$ cat config.mk
export PLATFORM = sky130hd
export DESIGN_NAME = rfi_div_cell
export DESIGN_NICKNAME = d
export VERILOG_FILES = /design/src/hw/rtl/rfi_pkg.sv /design/src/hw/rtl/rfi_div_cell.sv
export SDC_FILE = /design/constraint.sdc
export NUM_CORES = 1
export LEC_CHECK = 0
export ABC_AREA = 1
export BUFFER_PORTS_ARGS = -buffer_cell sky130_fd_sc_hd__clkbuf_2
export CAP_MARGIN = 20
export CORE_ASPECT_RATIO = 1.2
export CORE_MARGIN = 4
export CORE_UTILIZATION = 46
export CTS_CLUSTER_DIAMETER = 100
export CTS_CLUSTER_SIZE = 28
export DETAILED_ROUTE_END_ITERATION = 8
export GPL_ROUTABILITY_DRIVEN = 0
export PLACE_DENSITY_LB_ADDON = 0.25
export SLEW_MARGIN = 30
export SYNTH_ARGS = -nofsm -noshare
export SYNTH_HDL_FRONTEND = slang
export SYNTH_SLANG_ARGS = --single-unit
$ cat constraint.sdc
create_clock -name clk -period 0.8 [get_ports clk]
set_input_delay 0.16 -clock clk [delete_from_list [all_inputs] [get_ports clk]]
set_output_delay 0.16 -clock clk [all_outputs]
set_load 0.01 [all_outputs]
$ cat src/hw/rtl/rfi_pkg.sv
package rfi_pkg;

	// fixed formats
	localparam int COORD_WIDTH = 24;
	localparam int FRAC_BITS   = 8;
	localparam int RAD_W       = 16;
	localparam int GAIN_W      = 16;
	localparam int GAIN_FRAC   = 8;
	localparam int VEL_W       = 32;
	localparam int CFG_W       = (COORD_WIDTH > GAIN_W) ? COORD_WIDTH : GAIN_W;
	localparam int IDX_W       = 3;

	// derived datapath widths
	localparam int D_W     = COORD_WIDTH + 1;
	localparam int MAG_W   = RAD_W + FRAC_BITS;
	localparam int CMP_W   = (D_W > MAG_W) ? D_W : MAG_W;
	localparam int SUM_W   = 2 * MAG_W + 1;
	localparam int ROOT_W  = MAG_W + 1;
	localparam int RAD2_W  = 2 * ROOT_W;
	localparam int REM_W   = ROOT_W + 2;
	localparam int NUM_W   = 2 * MAG_W;
	localparam int GM_W    = 2 * GAIN_W - 1;
	localparam int PROD_W  = MAG_W + GM_W;
	localparam int GSH     = 2 * GAIN_FRAC;
	localparam int V_W     = PROD_W - GSH;

	localparam logic [RAD_W-1:0]  RADIUS_RST = RAD_W'(300);
	localparam logic [GAIN_W-1:0] GAIN_ONE   = GAIN_W'(256);

	typedef enum logic [IDX_W-1:0] {
		REG_CENTER_X  = 3'd0,
		REG_CENTER_Y  = 3'd1,
		REG_FORCE_G   = 3'd2,
		REG_MOVE_G    = 3'd3,
		REG_RADIUS    = 3'd4
	} cfg_idx_t;

	typedef struct packed {
		logic [MAG_W-1:0] adx;
		logic [MAG_W-1:0] ady;
		logic             neg_x;
		logic             neg_y;
		logic             inr;
		logic             last;
	} side_t;

	typedef struct packed {
		side_t             side;
		logic [RAD2_W-1:0] rad;
		logic [REM_W-1:0]  rem;
		logic [ROOT_W-1:0] root;
	} sq_t;

	typedef struct packed {
		logic [MAG_W-1:0] rem;
		logic [MAG_W-1:0] low;
		logic [MAG_W-1:0] quo;
	} ax_t;

	typedef struct packed {
		logic [MAG_W-1:0] div;
		ax_t              x;
		ax_t              y;
		logic             neg_x;
		logic             neg_y;
		logic             act;
		logic             last;
	} dv_t;

	// one restoring square root step, two radicand bits
	function automatic sq_t sq_step(sq_t s);
		logic [REM_W-1:0] remn;
		logic [REM_W-1:0] trial;
		sq_t              o;
		remn  = {s.rem[REM_W-3:0], s.rad[RAD2_W-1 -: 2]};
		trial = {s.root, 2'b01};
		o     = s;
		o.rad = {s.rad[RAD2_W-3:0], 2'b00};
		if (remn >= trial) begin
			o.rem  = remn - trial;
			o.root = {s.root[ROOT_W-2:0], 1'b1};
		end else begin
			o.rem  = remn;
			o.root = {s.root[ROOT_W-2:0], 1'b0};
		end
		return o;
	endfunction

	// one restoring division step, one quotient bit
	function automatic ax_t div_step(ax_t a, logic [MAG_W-1:0] d);
		logic [MAG_W:0] r;
		ax_t            o;
		r     = {a.rem, a.low[MAG_W-1]};
		o.low = {a.low[MAG_W-2:0], 1'b0};
		if (r >= {1'b0, d}) begin
			o.rem = MAG_W'(r - {1'b0, d});
			o.quo = {a.quo[MAG_W-2:0], 1'b1};
		end else begin
			o.rem = r[MAG_W-1:0];
			o.quo = {a.quo[MAG_W-2:0], 1'b0};
		end
		return o;
	endfunction

	// signed saturation of a magnitude
	function automatic logic [VEL_W-1:0] vel_sat(logic [V_W-1:0] v, logic neg);
		logic [V_W-1:0] lim;
		lim = V_W'({1'b1, (VEL_W-1)'(0)});
		if (v == '0)
			return '0;
		if (neg) begin
			if (v > lim)
				return {1'b1, (VEL_W-1)'(0)};
			return VEL_W'(V_W'(0) - v);
		end
		if (v >= lim)
			return {1'b0, {(VEL_W-1){1'b1}}};
		return VEL_W'(v);
	endfunction

endpackage

$ cat src/hw/rtl/rfi_div_cell.sv
module rfi_div_cell import rfi_pkg::*; (
	input  logic clk,
	input  logic arst_n,
	input  logic en,
	input  logic vld_i,
	input  dv_t  d_i,
	output logic vld_o,
	output dv_t  d_o
);

	// valid bit
	always_ff @(posedge clk or negedge arst_n) begin
		if (!arst_n)
			vld_o <= 1'b0;
		else if (en)
			vld_o <= vld_i;
	end

	// one quotient bit per axis per cell
	always_ff @(posedge clk) begin
		if (en) begin
			d_o.div   <= d_i.div;
			d_o.x     <= div_step(d_i.x, d_i.div);
			d_o.y     <= div_step(d_i.y, d_i.div);
			d_o.neg_x <= d_i.neg_x;
			d_o.neg_y <= d_i.neg_y;
			d_o.act   <= d_i.act;
			d_o.last  <= d_i.last;
		end
	end

endmodule

Yosys cells after proc, flatten, opt, wreduce, memory -nomap -nowiden
Index checks and enable logic that the tools add are counted.
- output and inout port bits: 173
- input port bits: 176
- word-level logic and storage cells: 20
- flip-flop bits (word level): 171
- muxes and demuxes: 4
- order comparisons: 2
- add/sub/neg operators: 2
- operator list (kind ; number):
    greater-or-equal comparator 25 x 24 -> 1 bit ; 2
    2-to-1 mux 24 bit ; 2
    subtractor 24 bit ; 2
    2-to-1 mux 1 bit ; 2

Logic depth before layout (Yosys ltp)
- depth after elaboration: 2
- mapped depth: 14
- mapped depth without buffers: 14

Least setup slack after synthesis
Ideal clock, no wire load.
- kind: input -> register
- start point: in d_i[51] (netlist name)
- end point: reg d_o[64] (netlist name), data pin
- required time: 0.547 ns
- stages on the path: 11
- arrival time: 1.565 ns
- setup time: 0.253 ns
- path slack: -1.018 ns
- path buffers: 0
- cell sequence: inv_1 ha_1 fa_1 inv_1 a21oi_1 o21ai_0 nand2_1 nand3_1 nand2_1 nand2_1 nand2_1
- cells in the longest elaborated chain, start to end: 2
- elaborated cells between the ends (all ways): 3
- those cells by class: add/sub (1); order compare (1); mux (1)
- RTL lines (item ; line ; RTL):
    start, declared ; rfi_div_cell.sv:6 ; input dv_t d_i,
    subtractor 24 bit / greater-or-equal comparator 25 x 24 -> 1 bit (equally long branches) ; rfi_pkg.sv:96, rfi_pkg.sv:95 ;
    2-to-1 mux 24 bit (*) ; rfi_pkg.sv:95 ; if (r >= {1'b0, d}) begin
    end, declared ; rfi_div_cell.sv:8 ; output dv_t d_o
Mark *: on every way between the ends. The rest lies on a longest branch, timed or not.
A chain may end at the register's enable or synchronous reset.

Worst setup path after layout
- start point: in d_i[159] (netlist name)
- end point: reg d_o[131] (netlist name), data pin
- cells in the longest elaborated chain, start to end: 2
- RTL lines (item ; line):
    greater-or-equal comparator 25 x 24 -> 1 bit ; rfi_pkg.sv:95
    2-to-1 mux 24 bit ; rfi_pkg.sv:95
Every way passes these cells.

==> results.sh <==
export IMPL_power_density_nw_per_um2=1700
export IMPL_cp_endpoint="d_o[131]"
export IMPL_ys_types=31
export IMPL_clk_latency_ps=430
export IMPL_synth_cell_area_sq_um=9690
export IMPL_core_sq_um=20500
export IMPL_status="finished with violations"
export IMPL_synth_area_per_cell_sq_um=8.64
export IMPL_cts_tree="yes"
export IMPL_synth_enable_flop_cells=170
export IMPL_p_leak_nw=8.33
export IMPL_drt_wl_total_microns=41000
export IMPL_port_buffers=344
export IMPL_regToRegSetupSlack_ps=50
export IMPL_grt_overflow_total=0
export IMPL_synth_top_area_share_pct=52.7
export IMPL_fin_hold_ws_ps=17.8
export IMPL_drt_initial_drc_count=883
export IMPL_clockRootBuffer="clkbuf_16"
export IMPL_skew_ps=0
export IMPL_die_area_sq_um=23500
export IMPL_via_count=10900
export IMPL_syn_inst=1121
export IMPL_cts_buffers=17
export IMPL_layout_nets=2032
export IMPL_layout_commonest_cell="nand2_1"
export IMPL_r2r_end="vld_o"
export IMPL_finalCritPeriodShare_pct=202
export IMPL_rows=57
export IMPL_hpwlAfterDp_microns=27100
export IMPL_hold_class="input port to asynchronous set/reset pin"
export IMPL_yosysWarningCount=0
export IMPL_synth_seq_area_share_pct=53.0
export IMPL_crit_fanout=6
export IMPL_rsz0062_at_grt="true"
export IMPL_ioPinCount=349
export IMPL_synth_main_ff_cell="edfxtp_1"
export IMPL_fin_ws_ps=-814
export IMPL_startpoint="d_i[159]"
export IMPL_crit_required_ps=990
export IMPL_grt_pass1_wl_microns=58000
export IMPL_cts_buffer_depth=2
export IMPL_r2r_start="vld_o"
export IMPL_worst_ep_arrival_time_ps=1810
export IMPL_dr_pass1_iters=6
export IMPL_drive_gt1_share_pct=45.4
export IMPL_violations="negative setup slack"
export IMPL_ir_drop_v=0.00157
export IMPL_ys_top_cells_by_area="edfxtp_1 (53%), nand2_1 (17%), inv_1 (7.9%), ha_1 (6.2%), nand4_1 (3.9%)"
export IMPL_start_util_pct=47.3
export IMPL_synth_seq_cells=171
export IMPL_synth_largest_area_cell="edfxtp_1"
export IMPL_grt_start_max_net_pins=55
export IMPL_remaining_drc_errors=0
export IMPL_first_global_vias=10900
export IMPL_ys_async_sr_fraction_pct=0.585
export IMPL_viasPerCell=5.24
export IMPL_final_setup_viol_count=221
export IMPL_totalPowerFinal_mw=28.3
export IMPL_antenna_found_initial=1
export IMPL_final_cell_mix="nand2_1 (349), clkbuf_2 (315), buf_4 (183)"
export IMPL_clock_sinks=171
export IMPL_start_kind="input port"
export IMPL_final_hold_violation_count=0
export IMPL_path_clk_slew_ps=80
export IMPL_rr_worst_depth=1
export IMPL_worst_setup_path_end_kind="flop"
export IMPL_synthToLayoutAreaGrowth_pct=71.9
export IMPL_timing_fmax_mhz=620
export IMPL_ant_nets=0
export IMPL_worstSetupPathType="input port to flop"
export IMPL_drv_cap=0
export IMPL_die_w_microns=140
export IMPL_min_period_ps=1610
export IMPL_grt_util_all_layers_pct=31.8
export IMPL_cts_htree_levels=4
export IMPL_post_drt_wl_per_cell_microns=19.7
export IMPL_n_fill_cell=1188
export IMPL_report_final_slew_viol_count=0
export IMPL_chipHeight_microns=167
cells in the mapped netlist (2+ instances only):
library cell and number:
a21oi_1 21, buf_6 2, buf_2 10, buf_4 4
xnor2_1 3, xor2_1 18, a21oi_4 2, ha_1 48
o21a_1 2, nand3_2 2, nand3b_1 3, fa_1 2
clkbuf_1 2, inv_2 6, nor2_2 4, nor2_1 55
nand3_1 48, nand2_1 438, nand3_4 3, inv_1 205
edfxtp_1 170, nor3_1 5, nand4_1 60
registers in the layout (all words and copies together) (netlist names):
register / flops
vld_o: 1
d_o: 170
through the flow:
stage / setup WS (ps) / util, % / setup TNS [ps] / instances / cell area, sq um
detailed placement: -1270 / 66.0 / -79470 / 1901 / 13500
finish: -814 / 81.4 / -91230 / 2084 / 16700
global route: -868 / 81.4 / -99490 / 2084 / 16700
CTS: -730 / 78.0 / -89660 / 2072 / 16000
global placement: -1220 / 66.0 / -75120 / 1901 / 13500
floorplan: -906 / - / -44410 / 1122 / 10100
final cells by class:
type	count	area, sq um	share of cell area, %
diodes	1	2.50	0.0150
clock buffers	17	425	2.55
clock inverters	14	153	0.917
inverters	211	841	5.05
multi-input cells	725	4770	28.6
flip-flops and latches	171	5130	30.8
well taps	265	332	1.99
repair buffers	680	5000	30.0
how the worst min path moves through the flow:
| stage | from | endpoint | slack [ps] | cells after the start |
|---|---|---|---|---|
| finish | arst_n | vld_o | 20 | 2 |
| global route | arst_n | vld_o | 30 | 2 |
| CTS | arst_n | vld_o | 9 | 2 |
| detailed placement | arst_n | vld_o | -60 | 1 |
| global placement | arst_n | vld_o | -70 | 1 |
| floorplan | arst_n | vld_o | -140 | 0 |
power by group:
part	switching (mW)	leakage (nW)	internal, mW
Clock	4.16	0.285	4.18
Sequential	0.302	1.67	10.9
Combinational	4.74	6.38	4.00
Total	9.19	8.33	19.1
per-layer routing:
| metal | GRT usage (%) | share of wire [%] | wire length (microns) | up-vias |
|---|---|---|---|---|
| met5 | 0 | 0 | 0 | - |
| li1 | - | - | - | 4989 |
| met3 | 6.25 | 7.6 | 3140 | 192 |
| met1 | 32.4 | 33 | 13400 | 5112 |
| met2 | 60.5 | 53 | 21800 | 623 |
| met4 | 16.3 | 6.6 | 2710 | 0 |
critical path, stage by stage:
cell        delay [ps]
buf_8               80
clkinvlp_4         160
ha_4               310
nand2_4             80
inv_2               40
nand2_2             70
nand2_2             60
nand2_2             60
nand2_2             60
a21oi_4            230
buf_6              160
nand3_4            150
nand2_1             90
nand2_1             70
timing repair:
item                                    in CTS  in global routing
hold buffers                               118                  1
pin swaps                                   35                 70
cloned                                       5                  4
gates resized for setup                     97                187
endpoints found under the setup margin     221                221
setup buffers                               17                  6
hold endpoints to repair                   118                  1
logic make-up (layout without fill, tap and decap cells):
logic type	after synthesis	count (layout)	share of synthesized area, %
AND/OR/NAND/NOR	622	625	27.4
buffers and inverters	229	922	9.31
flip-flops	171	171	53.0
adder cells (fa/ha/maj)	50	50	6.61
AO/OA/AOI/OAI	26	26	1.63
XOR/XNOR	21	21	1.90
other	1	3	0.0387
multiplexers	1	1	0.116
No activity file was read; power rests on OpenSTA's default activity.
