===== src/hw/rtl/rfi_pkg.sv =====
package rfi_pkg;

	// fixed formats
	localparam int COORD_WIDTH = 24;
	localparam int FRAC_BITS   = 8;
	localparam int RAD_W       = 16;
	localparam int GAIN_W      = 16;
	localparam int GAIN_FRAC   = 8;
	localparam int VEL_W       = 32;
	localparam int CFG_W       = (COORD_WIDTH > GAIN_W) ? COORD_WIDTH : GAIN_W;
	localparam int IDX_W       = 3;

	// derived datapath widths
	localparam int D_W     = COORD_WIDTH + 1;
	localparam int MAG_W   = RAD_W + FRAC_BITS;
	localparam int CMP_W   = (D_W > MAG_W) ? D_W : MAG_W;
	localparam int SUM_W   = 2 * MAG_W + 1;
	localparam int ROOT_W  = MAG_W + 1;
	localparam int RAD2_W  = 2 * ROOT_W;
	localparam int REM_W   = ROOT_W + 2;
	localparam int NUM_W   = 2 * MAG_W;
	localparam int GM_W    = 2 * GAIN_W - 1;
	localparam int PROD_W  = MAG_W + GM_W;
	localparam int GSH     = 2 * GAIN_FRAC;
	localparam int V_W     = PROD_W - GSH;

	localparam logic [RAD_W-1:0]  RADIUS_RST = RAD_W'(300);
	localparam logic [GAIN_W-1:0] GAIN_ONE   = GAIN_W'(256);

	typedef enum logic [IDX_W-1:0] {
		REG_CENTER_X  = 3'd0,
		REG_CENTER_Y  = 3'd1,
		REG_FORCE_G   = 3'd2,
		REG_MOVE_G    = 3'd3,
		REG_RADIUS    = 3'd4
	} cfg_idx_t;

	typedef struct packed {
		logic [MAG_W-1:0] adx;
		logic [MAG_W-1:0] ady;
		logic             neg_x;
		logic             neg_y;
		logic             inr;
		logic             last;
	} side_t;

	typedef struct packed {
		side_t             side;
		logic [RAD2_W-1:0] rad;
		logic [REM_W-1:0]  rem;
		logic [ROOT_W-1:0] root;
	} sq_t;

	typedef struct packed {
		logic [MAG_W-1:0] rem;
		logic [MAG_W-1:0] low;
		logic [MAG_W-1:0] quo;
	} ax_t;

	typedef struct packed {
		logic [MAG_W-1:0] div;
		ax_t              x;
		ax_t              y;
		logic             neg_x;
		logic             neg_y;
		logic             act;
		logic             last;
	} dv_t;

	// one restoring square root step, two radicand bits
	function automatic sq_t sq_step(sq_t s);
		logic [REM_W-1:0] remn;
		logic [REM_W-1:0] trial;
		sq_t              o;
		remn  = {s.rem[REM_W-3:0], s.rad[RAD2_W-1 -: 2]};
		trial = {s.root, 2'b01};
		o     = s;
		o.rad = {s.rad[RAD2_W-3:0], 2'b00};
		if (remn >= trial) begin
			o.rem  = remn - trial;
			o.root = {s.root[ROOT_W-2:0], 1'b1};
		end else begin
			o.rem  = remn;
			o.root = {s.root[ROOT_W-2:0], 1'b0};
		end
		return o;
	endfunction

	// one restoring division step, one quotient bit
	function automatic ax_t div_step(ax_t a, logic [MAG_W-1:0] d);
		logic [MAG_W:0] r;
		ax_t            o;
		r     = {a.rem, a.low[MAG_W-1]};
		o.low = {a.low[MAG_W-2:0], 1'b0};
		if (r >= {1'b0, d}) begin
			o.rem = MAG_W'(r - {1'b0, d});
			o.quo = {a.quo[MAG_W-2:0], 1'b1};
		end else begin
			o.rem = r[MAG_W-1:0];
			o.quo = {a.quo[MAG_W-2:0], 1'b0};
		end
		return o;
	endfunction

	// signed saturation of a magnitude
	function automatic logic [VEL_W-1:0] vel_sat(logic [V_W-1:0] v, logic neg);
		logic [V_W-1:0] lim;
		lim = V_W'({1'b1, (VEL_W-1)'(0)});
		if (v == '0)
			return '0;
		if (neg) begin
			if (v > lim)
				return {1'b1, (VEL_W-1)'(0)};
			return VEL_W'(V_W'(0) - v);
		end
		if (v >= lim)
			return {1'b0, {(VEL_W-1){1'b1}}};
		return VEL_W'(v);
	endfunction

endpackage


===== src/hw/rtl/rfi_sqrt_cell.sv =====
module rfi_sqrt_cell import rfi_pkg::*; (
	input  logic clk,
	input  logic arst_n,
	input  logic en,
	input  logic vld_i,
	input  sq_t  d_i,
	output logic vld_o,
	output sq_t  d_o
);

	// valid bit
	always_ff @(posedge clk or negedge arst_n) begin
		if (!arst_n)
			vld_o <= 1'b0;
		else if (en)
			vld_o <= vld_i;
	end

	// one root bit per cell
	always_ff @(posedge clk) begin
		if (en)
			d_o <= sq_step(d_i);
	end

endmodule


===== config.mk =====
export PLATFORM = sky130hd
export DESIGN_NAME = rfi_sqrt_cell
export DESIGN_NICKNAME = d
export VERILOG_FILES = /design/src/hw/rtl/rfi_pkg.sv /design/src/hw/rtl/rfi_sqrt_cell.sv
export SDC_FILE = /design/constraint.sdc
export NUM_CORES = 1
export LEC_CHECK = 0
export BUFFER_PORTS_ARGS = -buffer_cell sky130_fd_sc_hd__buf_2
export CAP_MARGIN = 10
export CORE_MARGIN = 3
export CORE_UTILIZATION = 45
export DETAILED_ROUTE_END_ITERATION = 10
export MAX_ROUTING_LAYER = met4
export PLACE_DENSITY = 0.89
export SYNTH_ARGS = -nofsm -noshare
export SYNTH_HDL_FRONTEND = slang
export SYNTH_SLANG_ARGS = --single-unit

===== constraint.sdc =====
create_clock -name clk -period 1.1 [get_ports clk]
set_input_delay 0.165 -clock clk [delete_from_list [all_inputs] [get_ports clk]]
set_output_delay 0.165 -clock clk [all_outputs]
set_load 0.1 [all_outputs]

==> flow_summary.toml, run 1 <==
[outcome]
status = "did not finish"
stop_stage = "clock tree synthesis (4_1_cts)"
tool.error = "[ERROR DPL-0033] detailed placement checks failed during check placement."

[synthesis]
synth_compound_area_share_pct = 11.0
syn_inst = 456
synth_fa_ha_area_share_pct = 5.19
ys_seq_area_share_pct = 70.5
ys_seq_elements = 153
synth_flop_cell = "edfxtp_1"
synth_top_family_by_area = "compound AO/OA/AOI/OAI gates"
ys_warn_count = 0
synth_cell_types = 50
synth_area_leaders = "edfxtp_1, ha_1, a21oi_1"
synth.largest_area_cell = "edfxtp_1"
muxShareOfSynthArea_pct = 1.04
syn_area_sq_um = 6510
async_flop_share_pct = 0.654
synth_enable_flop_cells = 152
synth_xor_area_share_pct = 3.09
synth-simple-area-share_pct = 5.71
post_synth.cell_area_avg_sq_um = 14.3
synth_top_area_share_pct = 70.1
yosysMostFrequentCell = "edfxtp_1"
synthTopCellsByCount = "edfxtp_1, a21oi_1, inv_1"

[floorplan]
rows = 43
die_h_microns = 126
ios = 313
initial_core_util_pct = 46.5
die_x_microns = 126

[cts]
cts_setup_buffers = 15
cts.sinks = 153
htreeDepth = 4
cts_hold_buf = 126
ctsResizeCount = 74
cts_buffers = 17
cts-root-buf = "clkbuf_16"
clock_path_buffers = 2

[place]
port-buffer-count = 308
gp_congestion = 0.957
hpwl_mm = 19.7
==> kinds of logic after synthesis <==
kind of cell	after synthesis
buf+inv	53
mux	6
other cells	1
simple gates	81
compound gates	112
flops	153
xor+xnor	23
fa+ha+maj	27
==> per-stage QoR <==
step | hold WS, ns | std cells | setup slack [ns] | cell area (sq um)
after detailed placement | -0.0544 | 1030 | -1.98 | 11400
after global placement | -0.0533 | 1030 | -1.93 | 11400
after floorplan | -0.131 | 457 | -1.20 | 6670
==> inputs of run 2 (changes only) <==
--- a/config.mk
+++ b/config.mk
@@ -8,10 +8,9 @@
 export BUFFER_PORTS_ARGS = -buffer_cell sky130_fd_sc_hd__buf_2
 export CAP_MARGIN = 10
 export CORE_MARGIN = 3
-export CORE_UTILIZATION = 45
+export CORE_UTILIZATION = 30
 export DETAILED_ROUTE_END_ITERATION = 10
-export MAX_ROUTING_LAYER = met4
-export PLACE_DENSITY = 0.89
+export PLACE_DENSITY_LB_ADDON = 0.15
 export SYNTH_ARGS = -nofsm -noshare
 export SYNTH_HDL_FRONTEND = slang
 export SYNTH_SLANG_ARGS = --single-unit
==> flow_summary.toml, run 2 <==
[global_routing]
grt_max_degree = 52
grt-busiest-layer = "met2"
grt_use_total_pct = 20.2
grt_first_pass_wirelength_mm = 36.7
grt_pass1_vias = 6279
grt_use_met3_pct = 5.24
overflow = 0
grt_use_met1_pct = 23.2
use_met2_pct = 36.5
antenna_found_initial = 4

[power]
p_seq_share_pct = 33.1
total_power_uw = 22700
p_clk_share_pct = 26.7
ir_drop_mv = 1.02
intPower_uw = 14100
p_leak_uw = 0.00601
comb_power_share_pct = 40.2
swShare_pct = 37.7
powerDensity_nw_per_um2 = 1600
power_switching_uw = 8540

[cells_and_area]
final_common_cell = "buf_12"
final_area_sq_um = 14200
final_core_utilization_pct = 67.0
most-common-layout-cells = "buf_12, edfxtp_1, buf_2"
area_delta_synth_final_pct = 118
drive_gt1_share_pct = 55.3
largest_reg_flops = 152
reg_top3 = "d_o: 152 flops, vld_o: 1 flops"
fin_nets = 1200
largest_register = "d_o"
nFillCells = 1452

[worst_hold_path]
hp-class = "in2reg"
min_from = "d_i[10]"

[cts]
cts_buffers = 17
cts.sinks = 153
cts_tree = "done"
clock_path_buffers = 2
cts-root-buf = "clkbuf_16"
htreeDepth = 4
clock_latency_ns = 0.41
clk_pin_slew_worst_paths_ns = 0.07

[floorplan]
rows = 53
die_h_microns = 153
dieArea_sq_um = 23500
core_sq_um = 21200
ios = 313
die_x_microns = 153
initial_core_util_pct = 30.8

[synthesis]
post_synth.cell_area_avg_sq_um = 14.3
synth_cell_types = 50
synth.largest_area_cell = "edfxtp_1"
ys_warn_count = 0
ys_seq_elements = 153
syn_inst = 456
synth_flop_cell = "edfxtp_1"
synth_top_area_share_pct = 70.1
ys_seq_area_share_pct = 70.5
synthTopCellsByCount = "edfxtp_1, a21oi_1, inv_1"
syn_area_sq_um = 6510
synth_enable_flop_cells = 152
yosysMostFrequentCell = "edfxtp_1"
async_flop_share_pct = 0.654
synth_area_leaders = "edfxtp_1, ha_1, a21oi_1"

[outcome]
violations = "setup timing"
status = "finished with violations"

[setup_path]
cp_slowest_stage_delay_ns = 0.34
r2r_start = "vld_o$_DFFE_PN0P_"
worstSetupPathType = "in2reg"
cp_common_cell = "buf_6"
cp-end-kind = "flip-flop"
cp_slowest_cell = "o41ai_4"
critPathMaxFanout = 5
crit_start = "d_i[29]"
crit_chain = "buf_8 -> ha_4 -> o211ai_1 -> a21oi_2 -> a211oi_2 -> nor3_2 -> a31oi_2 -> o41ai_4 -> buf_6 -> buf_6 -> buf_6 -> o211ai_1 -> o21ai_1"
required_ns = 1.37
worst_setup_path_start_kind = "input pin"
arrival_ns = 2.33

[place]
port-buffer-count = 308
place_area_sq_um = 11600
gp_congestion = 0.921
hpwl_mm = 17.5

[drt]
drtPass1Iterations = 4
wire_per_inst_microns = 18.6
drt_iter0_drc = 280
ant_nets = 0
viasPerCell = 4.59
route.detailed.drc = 0
drt_wl_total_mm = 24.3
vias = 5985

[timing]
setup_viol = 181
period_share_pct = 187
layout_setup_ws_ns = -0.958
rsz0062_at_grt = "true"
clock_skew_ns = 0
finalHoldViolations = 0
fmax_mhz = 486
slew_viol_final = 0
finalCriticalPeriod_ns = 2.06

[run]
maxCapViolations = 0
==> run 2: cell counts after synthesis <==
No cell type changed its count.
==> run 2: per-layer routing <==
metal,vias up,share of wire (%)
met4,6,2.6
met5,-,0.14
met1,2861,38
met2,250,53
li1,2827,-
met3,41,6.5
==> run 2: layout make-up <==
type / count / area (sq um) / share of cell area (%)
Timing Repair Buffer: 556 / 6230 / 44.0
Clock inverter: 14 / 178 / 1.25
Sequential cell: 153 / 4590 / 32.4
Inverter: 36 / 150 / 1.06
Multi-Input combinational cell: 251 / 2240 / 15.8
Antenna cell: 1 / 2.50 / 0.0177
Clock buffer: 18 / 429 / 3.03
Tap cell: 275 / 344 / 2.43
==> run 2: repair_timing <==
item	CTS	global route
gates cloned	3	0
pin swaps	19	18
setup endpoints to repair	181	181
buffers inserted	14	10
hold endpoints to repair	123	0
hold buffers	123	0
gates resized for setup	86	54
==> run 2: logic make-up (layout without fill, tap and decap cells) <==
group	count (synthesis)	count (layout)	share of synthesized area (%)
mux	6	6	1.04
xor+xnor	23	23	3.10
flops	153	153	70.5
fa+ha+maj	27	27	5.19
buf+inv	53	624	3.44
other cells	1	3	0.0576
compound gates	112	112	11.0
simple gates	81	81	5.71
==> run 2: metrics by stage <==
| step | worst slack (ns) | hold slack, ns | std cells | TNS (ns) |
|---|---|---|---|---|
| final | -0.958 | 0.0236 | 1304 | -38.83 |
| after global routing | -1.09 | 0.00768 | 1304 | -47.72 |
| after CTS | -1.00 | 0.00394 | 1298 | -43.97 |
| after detailed placement | -2.00 | -0.0554 | 1127 | -54.33 |
| after global placement | -1.98 | -0.0583 | 1127 | -53.99 |
| after floorplan | -1.20 | -0.131 | 457 | -31.77 |
==> run 2: worst paths after layout <==
check / to / slack (ns) / cells past startpoint
worst min-delay path: d_o[11]$_DFFE_PP_ / 0.02 / 1
worst max register to register: vld_o$_DFFE_PN0P_ / 0.30 / 1
max in group asynchronous: vld_o$_DFFE_PN0P_ / 0.94 / 2
worst max-delay path: d_o[32]$_DFFE_PP_ / -0.96 / 13
min in group asynchronous: vld_o$_DFFE_PN0P_ / 0.07 / 2
worst min register to register: vld_o$_DFFE_PN0P_ / 0.57 / 1
==> run 2: power by group through the flow <==
| stage | Combinational, uW | Sequential (uW) | Clock, uW |
|---|---|---|---|
| finish | 9120 | 7510 | 6050 |
| global route | 9430 | 7550 | 6430 |
| CTS | 8920 | 7510 | 6200 |
| detailed placement | 8160 | 7640 | 0 |
| global placement | 8110 | 7620 | 0 |
| floorplan | 1140 | 11100 | 0 |
==> run 2: worst max-delay path: cells and delay by family <==
family | cells | cell delay [ns]
AO/OA/AOI/OAI | 7 | 1.18
buffers and inverters | 4 | 0.53
adder cells (fa/ha/maj) | 1 | 0.27
AND/OR/NAND/NOR | 1 | 0.17
(Power assumes the default switching activity.)
==> inputs of run 3 (changes only) <==
--- a/config.mk
+++ b/config.mk
@@ -7,6 +7,8 @@
 export LEC_CHECK = 0
 export BUFFER_PORTS_ARGS = -buffer_cell sky130_fd_sc_hd__buf_2
 export CAP_MARGIN = 10
+export CELL_PAD_IN_SITES_DETAIL_PLACEMENT = 1
+export CELL_PAD_IN_SITES_GLOBAL_PLACEMENT = 2
 export CORE_MARGIN = 3
 export CORE_UTILIZATION = 30
 export DETAILED_ROUTE_END_ITERATION = 10
==> flow_summary.toml, run 3 (synthesized netlist as in run 2, its figures left out) <==
[outcome]
status = "finished with violations"
violations = "setup timing"

[drt]
drtPass1Iterations = 5
drt_iter0_drc = 267
ant_nets = 0
drt_wl_total_mm = 33.0
route.detailed.drc = 0
viasPerCell = 4.84
wire_per_inst_microns = 25.1
vias = 6357

[cells_and_area]
area_delta_synth_final_pct = 119
final_core_utilization_pct = 67.4
final_common_cell = "buf_12"
largest_reg_flops = 152
fin_nets = 1209
final_cells = 1314
drive_gt1_share_pct = 53.7
largest_register = "d_o"
most-common-layout-cells = "buf_12, edfxtp_1, buf_2"
reg_top3 = "d_o: 152 flops, vld_o: 1 flops"

[place]
hpwl_mm = 20.0
dp_slack_ns = -1.67
gp_congestion = 0.888
port-buffer-count = 308
place_inst = 1131

[power]
p_leak_uw = 0.00609
ir_drop_mv = 1.46
powerDensity_nw_per_um2 = 1650

[timing]
finalCriticalPeriod_ns = 2.15
fmax_mhz = 466
slew_viol_final = 0
tns_ns = -43.85
setup_viol = 181
period_share_pct = 195
clock_skew_ns = 0
layout_setup_ws_ns = -1.05
rsz0062_at_grt = "true"
finalHoldViolations = 0
whs_ns = 0.0330

[global_routing]
grt-busiest-layer = "met2"
use_met2_pct = 48.8
grt_use_met3_pct = 6.23
grt_use_met1_pct = 30.9
grt_pass1_vias = 6905
grt_max_degree = 43
grt_use_total_pct = 26.7
grt_first_pass_wirelength_mm = 46.7
antenna_found_initial = 6
overflow = 0

[setup_path]
r2r_start = "vld_o$_DFFE_PN0P_"
worstSetupPathType = "in2reg"
cp-end-kind = "flip-flop"
crit_start = "d_i[16]"
critPathMaxFanout = 6
arrival_ns = 2.32
required_ns = 1.27
worst_setup_path_start_kind = "input pin"

[floorplan]
rows = 53
die_h_microns = 153
ios = 313
core_sq_um = 21200
die_x_microns = 153
dieArea_sq_um = 23500
initial_core_util_pct = 30.8

[cts]
cts_buffers = 17
cts.sinks = 153
clock_path_buffers = 2
cts_tree = "done"
clock_latency_ns = 0.42
cts-root-buf = "clkbuf_16"
htreeDepth = 4
clk_pin_slew_worst_paths_ns = 0.07

[worst_hold_path]
min_from = "d_i[7]"
hp-class = "in2reg"

[run]
maxCapViolations = 0
==> run 3: changes by cell type in the layout (fill, tap and decap cells not counted), moves of 3 or more <==
cell     before  now
buf_12      158  166
nor2_1       14   26
a21oi_1      22   32
a21oi_2      23   16
nor2_2       12    1
buf_8         5    1
inv_8         3    6
buf_6        25   18
buf_2       144  141
a21oi_4       5    2
buf_4       101  113
==> run 3: stage by stage <==
step / area, sq um / total power, uW
global route: 14300 / 24100
CTS: 14000 / 23000
floorplan: 6670 / 12200
global placement: 11700 / 15800
finish: 14300 / 23500
detailed placement: 11700 / 16000
==> run 3: final cells by class <==
type | instances | area, sq um
antenna | 2 | 5.00
clock buffer | 18 | 429
tap | 275 | 344
timing repair buffer | 565 | 6370
clock inverter | 14 | 199
fill | 1927 | 6890
inverter | 36 | 148
multi-input combinational | 251 | 2180
sequential | 153 | 4590
==> run 3: final timing paths <==
path | to | slack [ns] | depth (start not counted)
min in group asynchronous | vld_o$_DFFE_PN0P_ | 0.06 | 2
worst min register to register | vld_o$_DFFE_PN0P_ | 0.58 | 1
worst max-delay path | d_o[50]$_DFFE_PP_ | -1.05 | 12
worst min-delay path | d_o[8]$_DFFE_PP_ | 0.03 | 2
worst max register to register | vld_o$_DFFE_PN0P_ | 0.29 | 1
max in group asynchronous | vld_o$_DFFE_PN0P_ | 0.94 | 2
==> run 3: repair_timing <==
item | 4_1_cts | 5_1_grt
resized for setup | 68 | 42
pin swaps | 16 | 15
buffers inserted | 16 | 9
cloned | 0 | 1
hold buffers | 125 | 0
endpoints found under the setup margin | 181 | 181
endpoints found under the hold margin | 125 | 0
==> run 3: critical path, stage by stage <==
cell and delay (ns):
buf_2 0.10, inv_1 0.04, ha_1 0.30, buf_4 0.17, a21oi_1 0.21, buf_4 0.16
o21bai_1 0.07, a21oi_1 0.28, nor2_1 0.11, a211oi_2 0.30, o21ai_2 0.16, o221a_1 0.25
==> run 3: power breakdown <==
group          total (uW)  internal [uW]  switching (uW)
sequential           7560           7070             497
combinational        9440           3710            5730
clock                6470           3700            2780
==> run 3: metal layers <==
metal	routed length, microns	part of all wire [%]	up-vias
met2	17500	53	289
met1	12700	39	3145
met3	1740	5.3	70
li1	-	-	2845
met5	48	0.15	-
met4	996	3.0	8
